`config.mk`:
```
export PLATFORM = sky130hd
export DESIGN_NAME = knob_adc_deadband_reporter
export DESIGN_NICKNAME = d
export VERILOG_FILES = /design/src/rtl/kadr_pkg.sv /design/src/rtl/knob_adc_deadband_reporter.sv /design/src/rtl/kadr_pct.sv
export SDC_FILE = /design/constraint.sdc
export NUM_CORES = 1
export LEC_CHECK = 0
export ABC_AREA = 1
export ABC_CLOCK_PERIOD_IN_PS = 9650
export BUFFER_PORTS_ARGS = -buffer_cell sky130_fd_sc_hd__buf_2
export CORE_AREA = 10 10 152 140
export CTS_CLUSTER_SIZE = 40
export DETAILED_ROUTE_END_ITERATION = 10
export DIE_AREA = 0 0 162 150
export PLACE_DENSITY = 0.77
export SYNTH_ARGS = -nofsm -noshare
export SYNTH_HDL_FRONTEND = slang
export SYNTH_SLANG_ARGS = --single-unit
export TNS_END_PERCENT = 1
```
`constraint.sdc`:
```
create_clock -name i_clk -period 9.65 [get_ports i_clk]
set_clock_uncertainty 0.1 [all_clocks]
set_input_delay 2.895 -clock i_clk [delete_from_list [all_inputs] [get_ports i_clk]]
set_output_delay 2.895 -clock i_clk [all_outputs]
set_load 0.01 [all_outputs]
```
`src/rtl/kadr_pkg.sv`:
```
// Package for the knob ADC deadband reporter: field widths, register
// indexes, reset values and the constants of the percent conversion.
// No dependencies.
package kadr_pkg;

    localparam int CHANNELS_DEF = 6;
    localparam int ADC_MAX      = 1023;

    localparam int CH_W     = 3;
    localparam int SAMPLE_W = 10;
    localparam int DB_W     = 10;
    localparam int THR_W    = 10;
    localparam int BOOST_W  = 6;
    localparam int VAL_W    = 12;   // stored value, two's complement, -1 .. 1086
    localparam int PCT_W    = 7;

    localparam int CFG_IDX_W  = 2;
    localparam int CFG_DATA_W = 10;

    localparam int S_TDATA_W = 16;
    localparam int M_TDATA_W = 16;

    localparam logic [DB_W-1:0]    DEADBAND_RST = DB_W'(5);
    localparam logic [THR_W-1:0]   BOOST_THR_RST = THR_W'(511);
    localparam logic [BOOST_W-1:0] BOOST_AMT_RST = BOOST_W'(10);

    // Division by ADC_MAX is a multiplication by a rounded-up reciprocal.
    // With the shift below the error stays under one step of the quotient
    // for every value the stored register can hold.
    localparam int      PCT_SHIFT = 28;
    localparam int      PCT_MUL_W = 25;
    localparam longint  PCT_MULT_L =
        (64'd100 * (64'd1 << PCT_SHIFT) + 64'(ADC_MAX) - 64'd1) / 64'(ADC_MAX);
    localparam logic [PCT_MUL_W-1:0] PCT_MULT = PCT_MUL_W'(PCT_MULT_L);
    localparam logic [PCT_W-1:0]     PCT_MAX  = PCT_W'(100);

    typedef enum logic [CFG_IDX_W-1:0] {
        CFG_DEADBAND  = 2'd0,
        CFG_BOOST_THR = 2'd1,
        CFG_BOOST_AMT = 2'd2
    } t_cfg_idx;

endpackage

```
`src/rtl/knob_adc_deadband_reporter.sv`:
```
// Top level of the knob ADC deadband reporter: per-channel change detection
// with a deadband and a boost above a threshold. Depends on kadr_pkg and kadr_pct.
//
// Usage:
//   s_axis carries one reading per beat: tdata holds channel and sample,
//   tuser holds the read-error flag. m_axis carries one report per beat
//   with channel and percent. Readings that cause no report are absorbed.
//   The configuration channel writes deadband, boost threshold and boost
//   amount by index; it is always ready and is meant to be used while idle.
//   A reading accepted on s_axis passes the input, decision and output
//   registers before its report shows on m_axis. Throughput: one reading
//   per cycle unless a receiver stall backs up the pipeline; the per-
//   channel compare and state write happen as a reading leaves the input
//   register, so the next reading of the same channel sees the update at
//   once. The percent multiply sits between decision and output register.
//   Reset clears all channel seen flags and restores the register defaults.
//   When the receiver stalls, the output register holds its beat and the
//   pipeline keeps filling its two inner stages, then deasserts
//   s_axis_tready; bubbles collapse so no beat is lost.
module knob_adc_deadband_reporter
    import kadr_pkg::*;
#(
    parameter int CHANNELS = CHANNELS_DEF
) (
    input  logic                  i_clk,
    input  logic                  i_rst_n,
    input  logic                  s_axis_tvalid,
    output logic                  s_axis_tready,
    input  logic [S_TDATA_W-1:0]  s_axis_tdata,  // [2:0] channel, [12:3] sample, rest zero
    input  logic                  s_axis_tuser,  // [0] read_error
    output logic                  m_axis_tvalid,
    input  logic                  m_axis_tready,
    output logic [M_TDATA_W-1:0]  m_axis_tdata,  // [2:0] event_channel, [9:3] percent
    input  logic                  i_cfg_valid,
    output logic                  o_cfg_ready,
    input  logic [CFG_IDX_W-1:0]  i_cfg_index,
    input  logic [CFG_DATA_W-1:0] i_cfg_data
);

    localparam int IDX_W = (CHANNELS > 1) ? $clog2(CHANNELS) : 1;
    localparam int EXT_W = (IDX_W > CH_W) ? IDX_W : CH_W;

    // Configuration registers.
    logic [DB_W-1:0]    r_deadband;
    logic [THR_W-1:0]   r_boost_thr;
    logic [BOOST_W-1:0] r_boost_amt;

    assign o_cfg_ready = 1'b1;

    always_ff @(posedge i_clk) begin
        if (!i_rst_n) begin
            r_deadband  <= DEADBAND_RST;
            r_boost_thr <= BOOST_THR_RST;
            r_boost_amt <= BOOST_AMT_RST;
        end else if (i_cfg_valid) begin
            case (t_cfg_idx'(i_cfg_index))
                CFG_DEADBAND:  r_deadband  <= i_cfg_data[DB_W-1:0];
                CFG_BOOST_THR: r_boost_thr <= i_cfg_data[THR_W-1:0];
                CFG_BOOST_AMT: r_boost_amt <= i_cfg_data[BOOST_W-1:0];
                default: ;
            endcase
        end
    end

    // Pipeline handshake: each stage advances when the next has room.
    logic r_s0_valid, r_s1_valid, r_s1_report, r_out_valid;
    logic out_ready, s1_ready, s0_ready, s0_adv;

    assign out_ready     = !r_out_valid || m_axis_tready;
    assign s1_ready      = !r_s1_valid || !r_s1_report || out_ready;
    assign s0_ready      = !r_s0_valid || s1_ready;
    assign s0_adv        = r_s0_valid && s1_ready;
    assign s_axis_tready = s0_ready;

    // Input register.
    logic [CH_W-1:0]     r_s0_ch;
    logic [SAMPLE_W-1:0] r_s0_sample;
    logic                r_s0_err;

    always_ff @(posedge i_clk) begin
        if (!i_rst_n) begin
            r_s0_valid <= 1'b0;
        end else if (s0_ready) begin
            r_s0_valid <= s_axis_tvalid;
        end
    end

    always_ff @(posedge i_clk) begin
        if (s0_ready && s_axis_tvalid) begin
            r_s0_ch     <= s_axis_tdata[CH_W-1:0];
            r_s0_sample <= s_axis_tdata[CH_W+SAMPLE_W-1:CH_W];
            r_s0_err    <= s_axis_tuser;
        end
    end

    // Per-channel state.
    logic signed [VAL_W-1:0] r_last [CHANNELS];
    logic [CHANNELS-1:0]     r_seen;

    logic [EXT_W-1:0]        ch_ext;
    logic [IDX_W-1:0]        ch_idx;
    logic                    in_range;
    logic signed [VAL_W-1:0] value;
    logic signed [VAL_W-1:0] last;
    logic signed [VAL_W:0]   diff;
    logic [VAL_W:0]          abs_diff;
    logic                    seen;
    logic                    report;

    assign ch_ext   = EXT_W'(r_s0_ch);
    assign ch_idx   = ch_ext[IDX_W-1:0];
    assign in_range = 32'(r_s0_ch) < 32'(CHANNELS);
    assign last     = r_last[ch_idx];
    assign seen     = r_seen[ch_idx];

    always_comb begin
        if (r_s0_err) begin
            value = -VAL_W'(1);
        end else if (r_s0_sample > r_boost_thr) begin
            value = VAL_W'(r_s0_sample) + VAL_W'(r_boost_amt);
        end else begin
            value = VAL_W'(r_s0_sample);
        end
        diff = (VAL_W+1)'(value) - (VAL_W+1)'(last);
        abs_diff = diff[VAL_W] ? (VAL_W+1)'(-diff) : (VAL_W+1)'(diff);
        if (!in_range) begin
            report = 1'b0;
        end else if (!seen) begin
            // First reading of a channel is always reported, errors too.
            report = 1'b1;
        end else if (r_s0_err || value == last) begin
            report = 1'b0;
        end else begin
            report = abs_diff >= (VAL_W+1)'(r_deadband);
        end
    end

    always_ff @(posedge i_clk) begin
        if (!i_rst_n) begin
            r_seen <= '0;
        end else if (s0_adv && report) begin
            r_seen[ch_idx] <= 1'b1;
        end
    end

    always_ff @(posedge i_clk) begin
        if (s0_adv && report) begin
            r_last[ch_idx] <= value;
        end
    end

    // Decision register.
    logic [CH_W-1:0]         r_s1_ch;
    logic signed [VAL_W-1:0] r_s1_value;

    always_ff @(posedge i_clk) begin
        if (!i_rst_n) begin
            r_s1_valid  <= 1'b0;
            r_s1_report <= 1'b0;
        end else if (s1_ready) begin
            r_s1_valid  <= r_s0_valid;
            r_s1_report <= r_s0_valid && report;
        end
    end

    always_ff @(posedge i_clk) begin
        if (s0_adv) begin
            r_s1_ch    <= r_s0_ch;
            r_s1_value <= value;
        end
    end

    // Percent conversion and output register.
    logic [PCT_W-1:0] percent;
    logic [CH_W-1:0]  r_out_ch;
    logic [PCT_W-1:0] r_out_pct;

    kadr_pct u_pct (
        .i_value   (r_s1_value),
        .o_percent (percent)
    );

    always_ff @(posedge i_clk) begin
        if (!i_rst_n) begin
            r_out_valid <= 1'b0;
        end else if (out_ready) begin
            r_out_valid <= r_s1_valid && r_s1_report;
        end
    end

    always_ff @(posedge i_clk) begin
        if (out_ready && r_s1_valid && r_s1_report) begin
            r_out_ch  <= r_s1_ch;
            r_out_pct <= percent;
        end
    end

    assign m_axis_tvalid = r_out_valid;
    assign m_axis_tdata  = M_TDATA_W'({r_out_pct, r_out_ch});

endmodule

```
`src/rtl/kadr_pct.sv`:
```
// Converts a stored knob value into a position of 0 to 100 percent.
// Depends on kadr_pkg for widths and the reciprocal constant.
module kadr_pct
    import kadr_pkg::*;
(
    input  logic signed [VAL_W-1:0] i_value,
    output logic        [PCT_W-1:0] o_percent
);

    localparam int MAG_W  = VAL_W - 1;
    localparam int PROD_W = MAG_W + PCT_MUL_W;

    logic [PROD_W-1:0]           prod;
    logic [PROD_W-PCT_SHIFT-1:0] quot;

    assign prod = PROD_W'(i_value[MAG_W-1:0]) * PROD_W'(PCT_MULT);
    assign quot = prod[PROD_W-1:PCT_SHIFT];

    always_comb begin
        if (i_value <= 0) begin
            o_percent = '0;
        end else if (quot > (PROD_W-PCT_SHIFT)'(PCT_MAX)) begin
            // A boosted value can exceed full scale.
            o_percent = PCT_MAX;
        end else begin
            o_percent = quot[PCT_W-1:0];
        end
    end

endmodule
```
==> results list, run 1 <==
- For this block, the initial DRC count from the detailed router was 540.
* Placed Cells: 1497
- In this run the register-to-register setup slack is around 2.8 ns.
- Endpoint type of the worst setup path: register
* Most common cell after layout, fill and taps aside: sky130_fd_sc_hd__inv_1
* Count of antenna diodes in the layout: 0
- Portion of synthesized cell area occupied by the leading cell type: around a third
* Seq cells post-synth: 150
* Antenna violations before repair: 0
- Total of endpoints with negative setup slack in the final report: 0
- For the pin with the worst max-slew slack, the measured transition is around 1.3 ns.
* Post-Route WL: 23500 um
- Tcrit/Tclk final: between 70% and 80%
- The die covers about 24000 um^2.
- The top cell types in the final layout, fill and taps aside, are sky130_fd_sc_hd__inv_1, sky130_fd_sc_hd__nand2_1, sky130_fd_sc_hd__ha_1.
- Register clock-pin slew on the reported worst setup and hold paths: about 0.07 ns
- Along the worst hold path, the cell count comes to 0.
* GP Congestion: slightly below 1
- Cell with the largest stage delay on the worst path: sky130_fd_sc_hd__o21ai_0
* Clock latency of the later-clocked register in the worst-skew pair: 0.44 ns
* CTS Buf Count: 17
* Mean cell area of the mapped netlist: 8.68 um^2
- After clock tree synthesis, the repair step resized 0 gates.
- Largest net degree at the start of global routing: 38
- Share of layout cells above drive strength 1: around 10%
- Warnings from Yosys: 0
- On the worst path, the slowest cell contributes a delay of approximately 0.8 ns.
* Placeable Area: 18100 um^2
- The number of global-route vias before repair is 8060.
- Across the run, the number of max-cap violations was 0.
- The most numerous cell type found on the critical path is sky130_fd_sc_hd__nand2_1.
* Tot GR Track Use: around a fifth
- Depth of the CTS H-tree: 4
- The detail route stage leaves a number of antenna-violating nets equal to 0.
- Io pins: 53
- The path with the worst hold slack has its endpoint at r_out_ch[1].
- TritonCTS built the clock tree.
- Prevailing post-synth register cell: sky130_fd_sc_hd__edfxtp_1
* Post-CTS Setup Bufs: 0
- Area of the mapped netlist: between 10000 and 15000 um^2
- Final-layout setup total negative slack: 0 ns
- Share of synthesized area occupied by flip-flops and latches: ~39%
- Site Rows: 47
- Arrival @ worst endpoint: slightly below 7 ns
- Type of the setup path with the least slack: register to register
- Req. time, crit path: approximately 9.6 ns
- Result of the run: complete, no violations
- Number of enable flip-flop cells after synthesis: between 100 and 150
- Once the floorplan was initialized, standard cells occupied 58.6% of the core.
- Number of cell instances on the worst register-to-register path: 35
* RSZ-0062 raised after global routing: no
- Post-Synthesis Cells: approximately 1200
- Counting every sink on the clock net gives 150.
- Count of TritonRoute iterations in the first routing pass: 5
* Destination of the worst register-to-register timing path: r_last[3][1]
- Start point of the worst min-delay path: r_s1_ch[1]
- For this run, design rule violations remaining after detail routing come to 0.
- Synth area leader: sky130_fd_sc_hd__edfxtp_1
- After clock tree synthesis, the flow added hold-fix buffers numbering 0.
* Maximum clock rate: around 150 MHz
- The first global-routing pass estimated 38500 um of wire.
- In the final design database the tool counted about 1500 nets.
- Syn-to-layout area delta: 10.4%
- Clock tree synthesis selected as its root buffer the cell sky130_fd_sc_hd__clkbuf_16.
- After synthesis, the share of flip-flops with an asynchronous set or reset is 0%.
* Die Y-Extent: 150 um
- Maximum fanout count along the critical path: 15
- Global routing finished with a remaining overflow of 0.
* Placed Instance Area: about 11000 um^2
* Final instance area: around 12000 um^2
- The completed layout was analyzed and its total power is 2.26 mW.
- In this run the deepest clock path goes through 2 buffers.
- Headroom to the max-slew limit came out at 11.0%.
- In this run the static leakage power is between 5 and 6 nW.
* Power density normalized to cell area: 193 nW/um^2
- In the final routed layout, each cell accounts on average for around 15 um.
- Shortest period the worst path allows: between 6 and 7 ns
- Count of different cell masters after synthesis: 45
- In the routed layout, each cell is associated on average with a via count of between 5 and 6.
* Count of pins over their slew limit: 0
* Port-buffer cells: 42
* Post-route non-filler standard cell count: 1529
* Overall die width: roughly 160 um
- STA classifies the critical path startpoint as a register.
- The number of failing hold endpoints at the final stage was 0.
- Post-detail-place hpwl: ~18000 um
* Layout Utilization: about 65%
- Worst hold path class: register to register
- Reg-to-Reg Start: r_s0_sample[9]
- By area the synthesized netlist is led by sky130_fd_sc_hd__edfxtp_1, sky130_fd_sc_hd__ha_1, sky130_fd_sc_hd__inv_1.
- VDD sags by at most approximately 0.00015 V.
- Via total after detailed routing: approximately 8300
## cells in the mapped netlist (6+ instances only)
| library cell | instances |
|---|---|
| sky130_fd_sc_hd__a21o_1 | 7 |
| sky130_fd_sc_hd__a21oi_1 | 68 |
| sky130_fd_sc_hd__a21oi_2 | 9 |
| sky130_fd_sc_hd__buf_4 | 7 |
| sky130_fd_sc_hd__clkbuf_1 | 17 |
| sky130_fd_sc_hd__dfxtp_1 | 39 |
| sky130_fd_sc_hd__edfxtp_1 | 111 |
| sky130_fd_sc_hd__fa_1 | 28 |
| sky130_fd_sc_hd__ha_1 | 135 |
| sky130_fd_sc_hd__inv_1 | 217 |
| sky130_fd_sc_hd__nand2_1 | 212 |
| sky130_fd_sc_hd__nand2_2 | 12 |
| sky130_fd_sc_hd__nand3_1 | 58 |
| sky130_fd_sc_hd__nand3_2 | 11 |
| sky130_fd_sc_hd__nand4_1 | 14 |
| sky130_fd_sc_hd__nor2_1 | 84 |
| sky130_fd_sc_hd__nor2_2 | 8 |
| sky130_fd_sc_hd__nor3_1 | 24 |
| sky130_fd_sc_hd__o211ai_1 | 12 |
| sky130_fd_sc_hd__o21ai_0 | 75 |
| sky130_fd_sc_hd__o22ai_1 | 13 |
| sky130_fd_sc_hd__xnor2_1 | 6 |
| sky130_fd_sc_hd__xor2_1 | 11 |
## worst max-delay path: cells and delay by family, from the launching register on
kind | cells | cell delay, ns
buf+inv | 5 | 0.78
xor+xnor | 1 | 0.14
flops | 1 | 0.47
fa+ha+maj | 3 | 1.09
simple gates | 18 | 2.09
compound gates | 8 | 1.83
## report_power, final
| group | internal [mW] | switching (mW) | leakage (nW) |
|---|---|---|---|
| clock network | 0.354 | 0.314 | 0.302 |
| logic | 0.309 | 0.548 | 3.88 |
| registers | 0.716 | 0.0163 | 1.32 |
## worst max-delay path by stage
stage | from | to | slack [ns] | cells after the start
after CTS | r_s0_sample[9] | r_last[3][1] | 2.89 | 35
final | r_s0_sample[9] | r_last[3][1] | 2.81 | 35
after floorplan | m_axis_tready | s_axis_tready | 3.32 | 4
after global placement | r_s0_sample[9] | r_last[3][7] | 3.02 | 35
after global routing | r_s0_sample[9] | r_last[3][2] | 2.13 | 35
after detailed placement | r_s0_sample[9] | r_last[3][7] | 2.89 | 35
## flip-flops by register name, summed over array words and instances, names as in the netlist, named ones only
register	cells
r_boost_amt	6
r_s0_err	1
r_last	72
r_s1_report	1
r_out_ch	3
r_deadband	10
r_s0_sample	10
r_s1_value	12
r_s1_ch	3
m_axis_tvalid	1
r_seen	6
r_s0_valid	1
r_out_pct	7
r_s1_valid	1
ch_ext	3
r_boost_thr	10
## layer usage
layer	wire [um]	share of wire (%)	track usage (%)
met1	10100	43	23.8
met2	11700	50	34.3
met3	1240	5.3	3.60
met4	493	2.1	6.82
met5	0	0	0
## area by class of cell
type	instances	area, um^2
Inverter	223	837
Fill cell	1528	6410
Clock buffer	17	425
Multi-Input combinational cell	828	5540
Timing Repair Buffer	51	278
Tap cell	245	307
Clock inverter	15	201
Sequential cell	150	4110
## stage by stage
step	hold WS, ns	setup WS (ns)
3_3_place_gp	0.307	3.02
4_1_cts	0.322	2.89
6_report	0.321	2.81
5_1_grt	0.329	2.13
3_5_place_dp	0.305	2.89
2_1_floorplan	0.300	3.32
## cell families (layout without fill, tap and decap cells)
logic type / Yosys count / count (layout) / share of synthesized area, %
AOI/OAI and AO/OA: 207 / 207 / 11.3
xor gates and xnor gates: 17 / 17 / 1.40
adders and majority gates: 163 / 163 / 21.2
buffers and inverters: 249 / 306 / 9.13
DFF: 150 / 150 / 38.8
other: 2 / 7 / 0.0708
and+or+nand+nor: 434 / 434 / 18.1
No activity file was read; power rests on OpenSTA's default activity.
==> run 2: changes to the inputs <==
--- a/config.mk
+++ b/config.mk
@@ -5,14 +5,14 @@
 export SDC_FILE = /design/constraint.sdc
 export NUM_CORES = 1
 export LEC_CHECK = 0
-export ABC_AREA = 1
-export ABC_CLOCK_PERIOD_IN_PS = 9650
+export ABC_AREA = 0
+export ABC_CLOCK_PERIOD_IN_PS = 6000
 export BUFFER_PORTS_ARGS = -buffer_cell sky130_fd_sc_hd__buf_2
-export CORE_AREA = 10 10 152 140
+export CORE_AREA = 10 10 153 141
 export CTS_CLUSTER_SIZE = 40
 export DETAILED_ROUTE_END_ITERATION = 10
-export DIE_AREA = 0 0 162 150
-export PLACE_DENSITY = 0.77
+export DIE_AREA = 0 0 163 151
+export PLACE_DENSITY = 0.76
 export SYNTH_ARGS = -nofsm -noshare
 export SYNTH_HDL_FRONTEND = slang
 export SYNTH_SLANG_ARGS = --single-unit
==> constraint.sdc (replaced) <==
create_clock -name i_clk -period 6 [get_ports i_clk]
set_clock_uncertainty 0.1 [all_clocks]
set_input_delay 1.8 -clock i_clk [delete_from_list [all_inputs] [get_ports i_clk]]
set_output_delay 1.8 -clock i_clk [all_outputs]
set_load 0.01 [all_outputs]
==> results list, run 2 <==
- Result of the run: finished, violations left
- Violated checks: negative setup slack
* Dominant combinational cell family by area after synthesis: adder cells
- Die Y-Extent: roughly 150 um
- Clock tree synthesis selected as its root buffer the cell sky130_fd_sc_hd__clkbuf_16.
* Synth area leader: sky130_fd_sc_hd__edfxtp_1
- Portion of synthesized cell area occupied by the leading cell type: between 30% and 40%
- Io pins: 53
- Fin. Hold Viols: 0
- On the final layout, the worst hold slack is roughly 0.32 ns.
* Worst hold path cell count: 0
* Req. time, crit path: about 6.2 ns
- Worst slew margin: between 20 and 30%
- Measured on the finished design, the core utilization comes to about two thirds.
- Fraction of power consumed by combinational cells: 41.1%
- After the first detailed-routing iteration, the DRC count stood at ~580.
* Number of flip-flops in the largest register: 72
* FFs w/ async S/R, synth: 0%
* GRT overflow: 0
* Die Footprint: between 20000 and 25000 um^2
- Most common cell after layout, fill and taps aside: sky130_fd_sc_hd__inv_1
- Start point of the worst min-delay path: r_s1_ch[0]
- After synthesis, flip-flops and latches occupy about two fifths of the total area.
- In this run, post-CTS hold repair placed 0 buffers.
* Largest net degree at the start of global routing: 37
* Shortest period the worst path allows: 6.49 ns
* Max-Cap Viols: 0
* Register clock-pin slew on the reported worst setup and hold paths: roughly 0.07 ns
- After filler insertion, the fill cell instance count of the layout stands at 1326.
* Count of antenna diodes in the layout: 0
* Power density normalized to cell area: about 320 nW/um^2
- By area the synthesized netlist is led by sky130_fd_sc_hd__edfxtp_1, sky130_fd_sc_hd__ha_1, sky130_fd_sc_hd__dfxtp_1.
- Reg-to-Reg Start: r_s0_sample[9]
- Clock latency of the later-clocked register in the worst-skew pair: ~0.44 ns
- Multiplexer cells account for under 10% of the synthesized area.
* Destination of the worst register-to-register timing path: r_seen[2]
- Buffers placed on the I/O ports in this run total 42.
* Relative contribution of sequential cells to total power: 30.8%
- Post-synthesis simple-gate area fraction: between 10 and 15%
- Leakage power figure: about 5.4 nW
* Syn-to-layout area delta: 21.3%
- Count of pins over their slew limit: 0
- During synthesis, Yosys emitted a total of 0 warnings.
- Destination of the worst hold path: r_out_ch[0]
- Area of the mapped netlist: between 10000 and 15000 um^2
- Top cells by count, synth: sky130_fd_sc_hd__ha_1, sky130_fd_sc_hd__inv_1, sky130_fd_sc_hd__edfxtp_1
- Measured in cells, the most critical reg-to-reg path has a length of 24.
* P_sw: 1.37 mW
* Mean cell area of the mapped netlist: roughly 11 um^2
- R2R setup slack: -0.49 ns
- Leaving out fill and tap cells, the most frequent cells in the layout are sky130_fd_sc_hd__inv_1, sky130_fd_sc_hd__ha_1, sky130_fd_sc_hd__edfxtp_1.
- Tcrit/Tclk final: 108%
* Share of layout cells above drive strength 1: 22.6%
* Maximum clock rate: roughly 150 MHz
- The number of different library cells used by synthesis comes to 78.
- CTS Buf Count: 17
* Depth of the CTS H-tree: 4
- Post-detailed-route wirelength per cell: about 19 um
- Clock network power share: 28.1%
- The worst setup path is captured at a register.
- CTS tree: built
* Global-route wire length before repair: about 40000 um
- Of the total power, the share spent switching nets is a little over a third.
- Site Rows: 47
- Routed via count divided by cell count: 5.67
- Post-route antenna net violation count: 0
- Summing over every cut layer, the via total after detailed routing is between 7000 and 8000.
- CTS max path bufs: 2
- Final-stage net count: 1282
- The initial antenna violation count was 0.
* Starting density of the core: between 50 and 60%
- Worst hold path class: register to register
* Overall die width: 163 um
- In the final layout, the registers with the most flip-flops are r_last (72), r_s1_value (12).
- Remaining design rule violation count: 0
* Xor and xnor area share after synthesis: 2.51%
- The tree built by TritonCTS fans out to 150 sinks.
- Synthesis handed over a netlist of about 940 instances.
* Post-Route WL: 25100 um
* Count of TritonRoute iterations in the first routing pass: 5
- Final Worst Setup Slack: -0.492 ns
- Of all nets on the critical path, the largest fanout is 7.
* Type of origin of the critical path: register
- The number of global-route vias before repair came to about 7400.
- Prevailing post-synth register cell: sky130_fd_sc_hd__edfxtp_1
- The synthesized netlist devotes between 10 and 15% of its cell area to compound gates.
- Total of endpoints with negative setup slack in the final report: 76
- The congestion estimate from routability-driven global placement came to approximately 0.94.
- The worst-case IR drop observed on VDD is ~0.00027 V.
- The register with the most flip-flops in the final layout is r_last.
- Cell with the most instances after synthesis: sky130_fd_sc_hd__ha_1
* Slew @ Worst Pin: between 1 and 1.5 ns
* Arrival @ worst endpoint: just under 7 ns
- Type of the setup path with the least slack: register to register
- In this run the standard cell core region covers between 15000 and 20000 um^2.
- Setup repair after global routing could not meet its margin everywhere.
- Internal power: roughly 2.6 mW
* Synth Area in Adders: between 20% and 30%
* Number of enable flip-flop cells after synthesis: around 110
* Seq cells post-synth: 150
- Post-detail-place hpwl: ~18000 um
- Global routing used between 20% and 30% of the available tracks.
[run 2: critical path, cell delays in order, from the launching register on]
cell	delay, ns
sky130_fd_sc_hd__edfxtp_1	0.45
sky130_fd_sc_hd__ha_4	0.31
sky130_fd_sc_hd__nand4_1	0.20
sky130_fd_sc_hd__or2_4	0.32
sky130_fd_sc_hd__a32oi_4	0.28
sky130_fd_sc_hd__buf_6	0.17
sky130_fd_sc_hd__nor2b_1	0.04
sky130_fd_sc_hd__a211o_1	0.29
sky130_fd_sc_hd__ha_1	0.35
sky130_fd_sc_hd__a21oi_2	0.22
sky130_fd_sc_hd__o221ai_1	0.17
sky130_fd_sc_hd__or3_4	0.37
sky130_fd_sc_hd__or4b_4	0.53
sky130_fd_sc_hd__nor2_4	0.11
sky130_fd_sc_hd__a31oi_1	0.10
sky130_fd_sc_hd__xnor2_1	0.13
sky130_fd_sc_hd__ha_1	0.29
sky130_fd_sc_hd__nand4_1	0.09
sky130_fd_sc_hd__nor2_1	0.04
sky130_fd_sc_hd__a221o_1	0.31
sky130_fd_sc_hd__a311o_1	0.34
sky130_fd_sc_hd__a222oi_1	0.50
sky130_fd_sc_hd__buf_4	0.33
sky130_fd_sc_hd__nor3_4	0.12
sky130_fd_sc_hd__o21a_1	0.23
[run 2: cell type report]
type	instances	area (um^2)	area share, %
multi-input cells	637	5690	46.3
flip-flops and latches	150	4110	33.5
repair buffers	151	1090	8.89
clock buffers	22	508	4.13
inverters	128	480	3.91
well taps	245	307	2.49
clock inverters	10	105	0.855
[run 2: metrics by stage]
stage | power [mW] | cell area, um^2 | worst slack, ns | std cells | TNS (ns)
finish | 3.93 | 12300 | -0.492 | 1343 | -28.70
global route | 4.18 | 12300 | -0.748 | 1343 | -48.81
CTS | 3.89 | 12200 | -0.338 | 1340 | -18.15
floorplan | 2.23 | 10200 | -0.512 | 941 | -31.22
detailed placement | 2.72 | 11300 | -0.728 | 1297 | -45.45
global placement | 2.69 | 11300 | -0.667 | 1297 | -39.33
[run 2: worst max-delay path by stage]
stage                         startpoint            to  slack (ns)  cells after the start
after floorplan           r_s0_sample[3]     r_seen[1]       -0.51                     27
after global placement    r_s0_sample[3]  r_last[1][6]       -0.67                     25
after detailed placement  r_s0_sample[3]  r_last[1][6]       -0.73                     25
after CTS                 r_s0_sample[3]     r_seen[2]       -0.34                     27
after global routing      r_s0_sample[3]     r_seen[0]       -0.75                     26
final                     r_s0_sample[9]     r_seen[2]       -0.49                     24
[run 2: metal layers]
layer	track usage, %	share of wire, %	vias to the layer above
met2	32.0	46	270
li1	-	-	3644
met1	27.9	45	3643
met4	8.02	2.6	0
met5	0	0	-
met3	5.29	6.6	59
[run 2: cell families (layout without fill, tap and decap cells)]
| group | after synthesis | count (layout) |
|---|---|---|
| buffers and inverters | 157 | 311 |
| AOI/OAI and AO/OA | 195 | 195 |
| and+or+nand+nor | 205 | 208 |
| adders and majority gates | 163 | 163 |
| DFF | 150 | 150 |
| other | 2 | 7 |
| muxes | 35 | 35 |
| xor gates and xnor gates | 29 | 29 |
[run 2: timing repair]
action | 4_1_cts | 5_1_grt
endpoints found under the hold margin | 0 | 0
setup buffers | 7 | 3
endpoints found under the setup margin | 77 | 77
pin swaps | 20 | 12
cloned | 4 | 0
resized for setup | 36 | 9
[run 2: power by group through the flow]
stage	Combinational, mW	Sequential (mW)	Clock (mW)
after global placement	1.47	1.22	0
after floorplan	1.02	1.21	0
after global routing	1.81	1.21	1.16
after CTS	1.58	1.21	1.11
final	1.62	1.21	1.10
after detailed placement	1.50	1.22	0
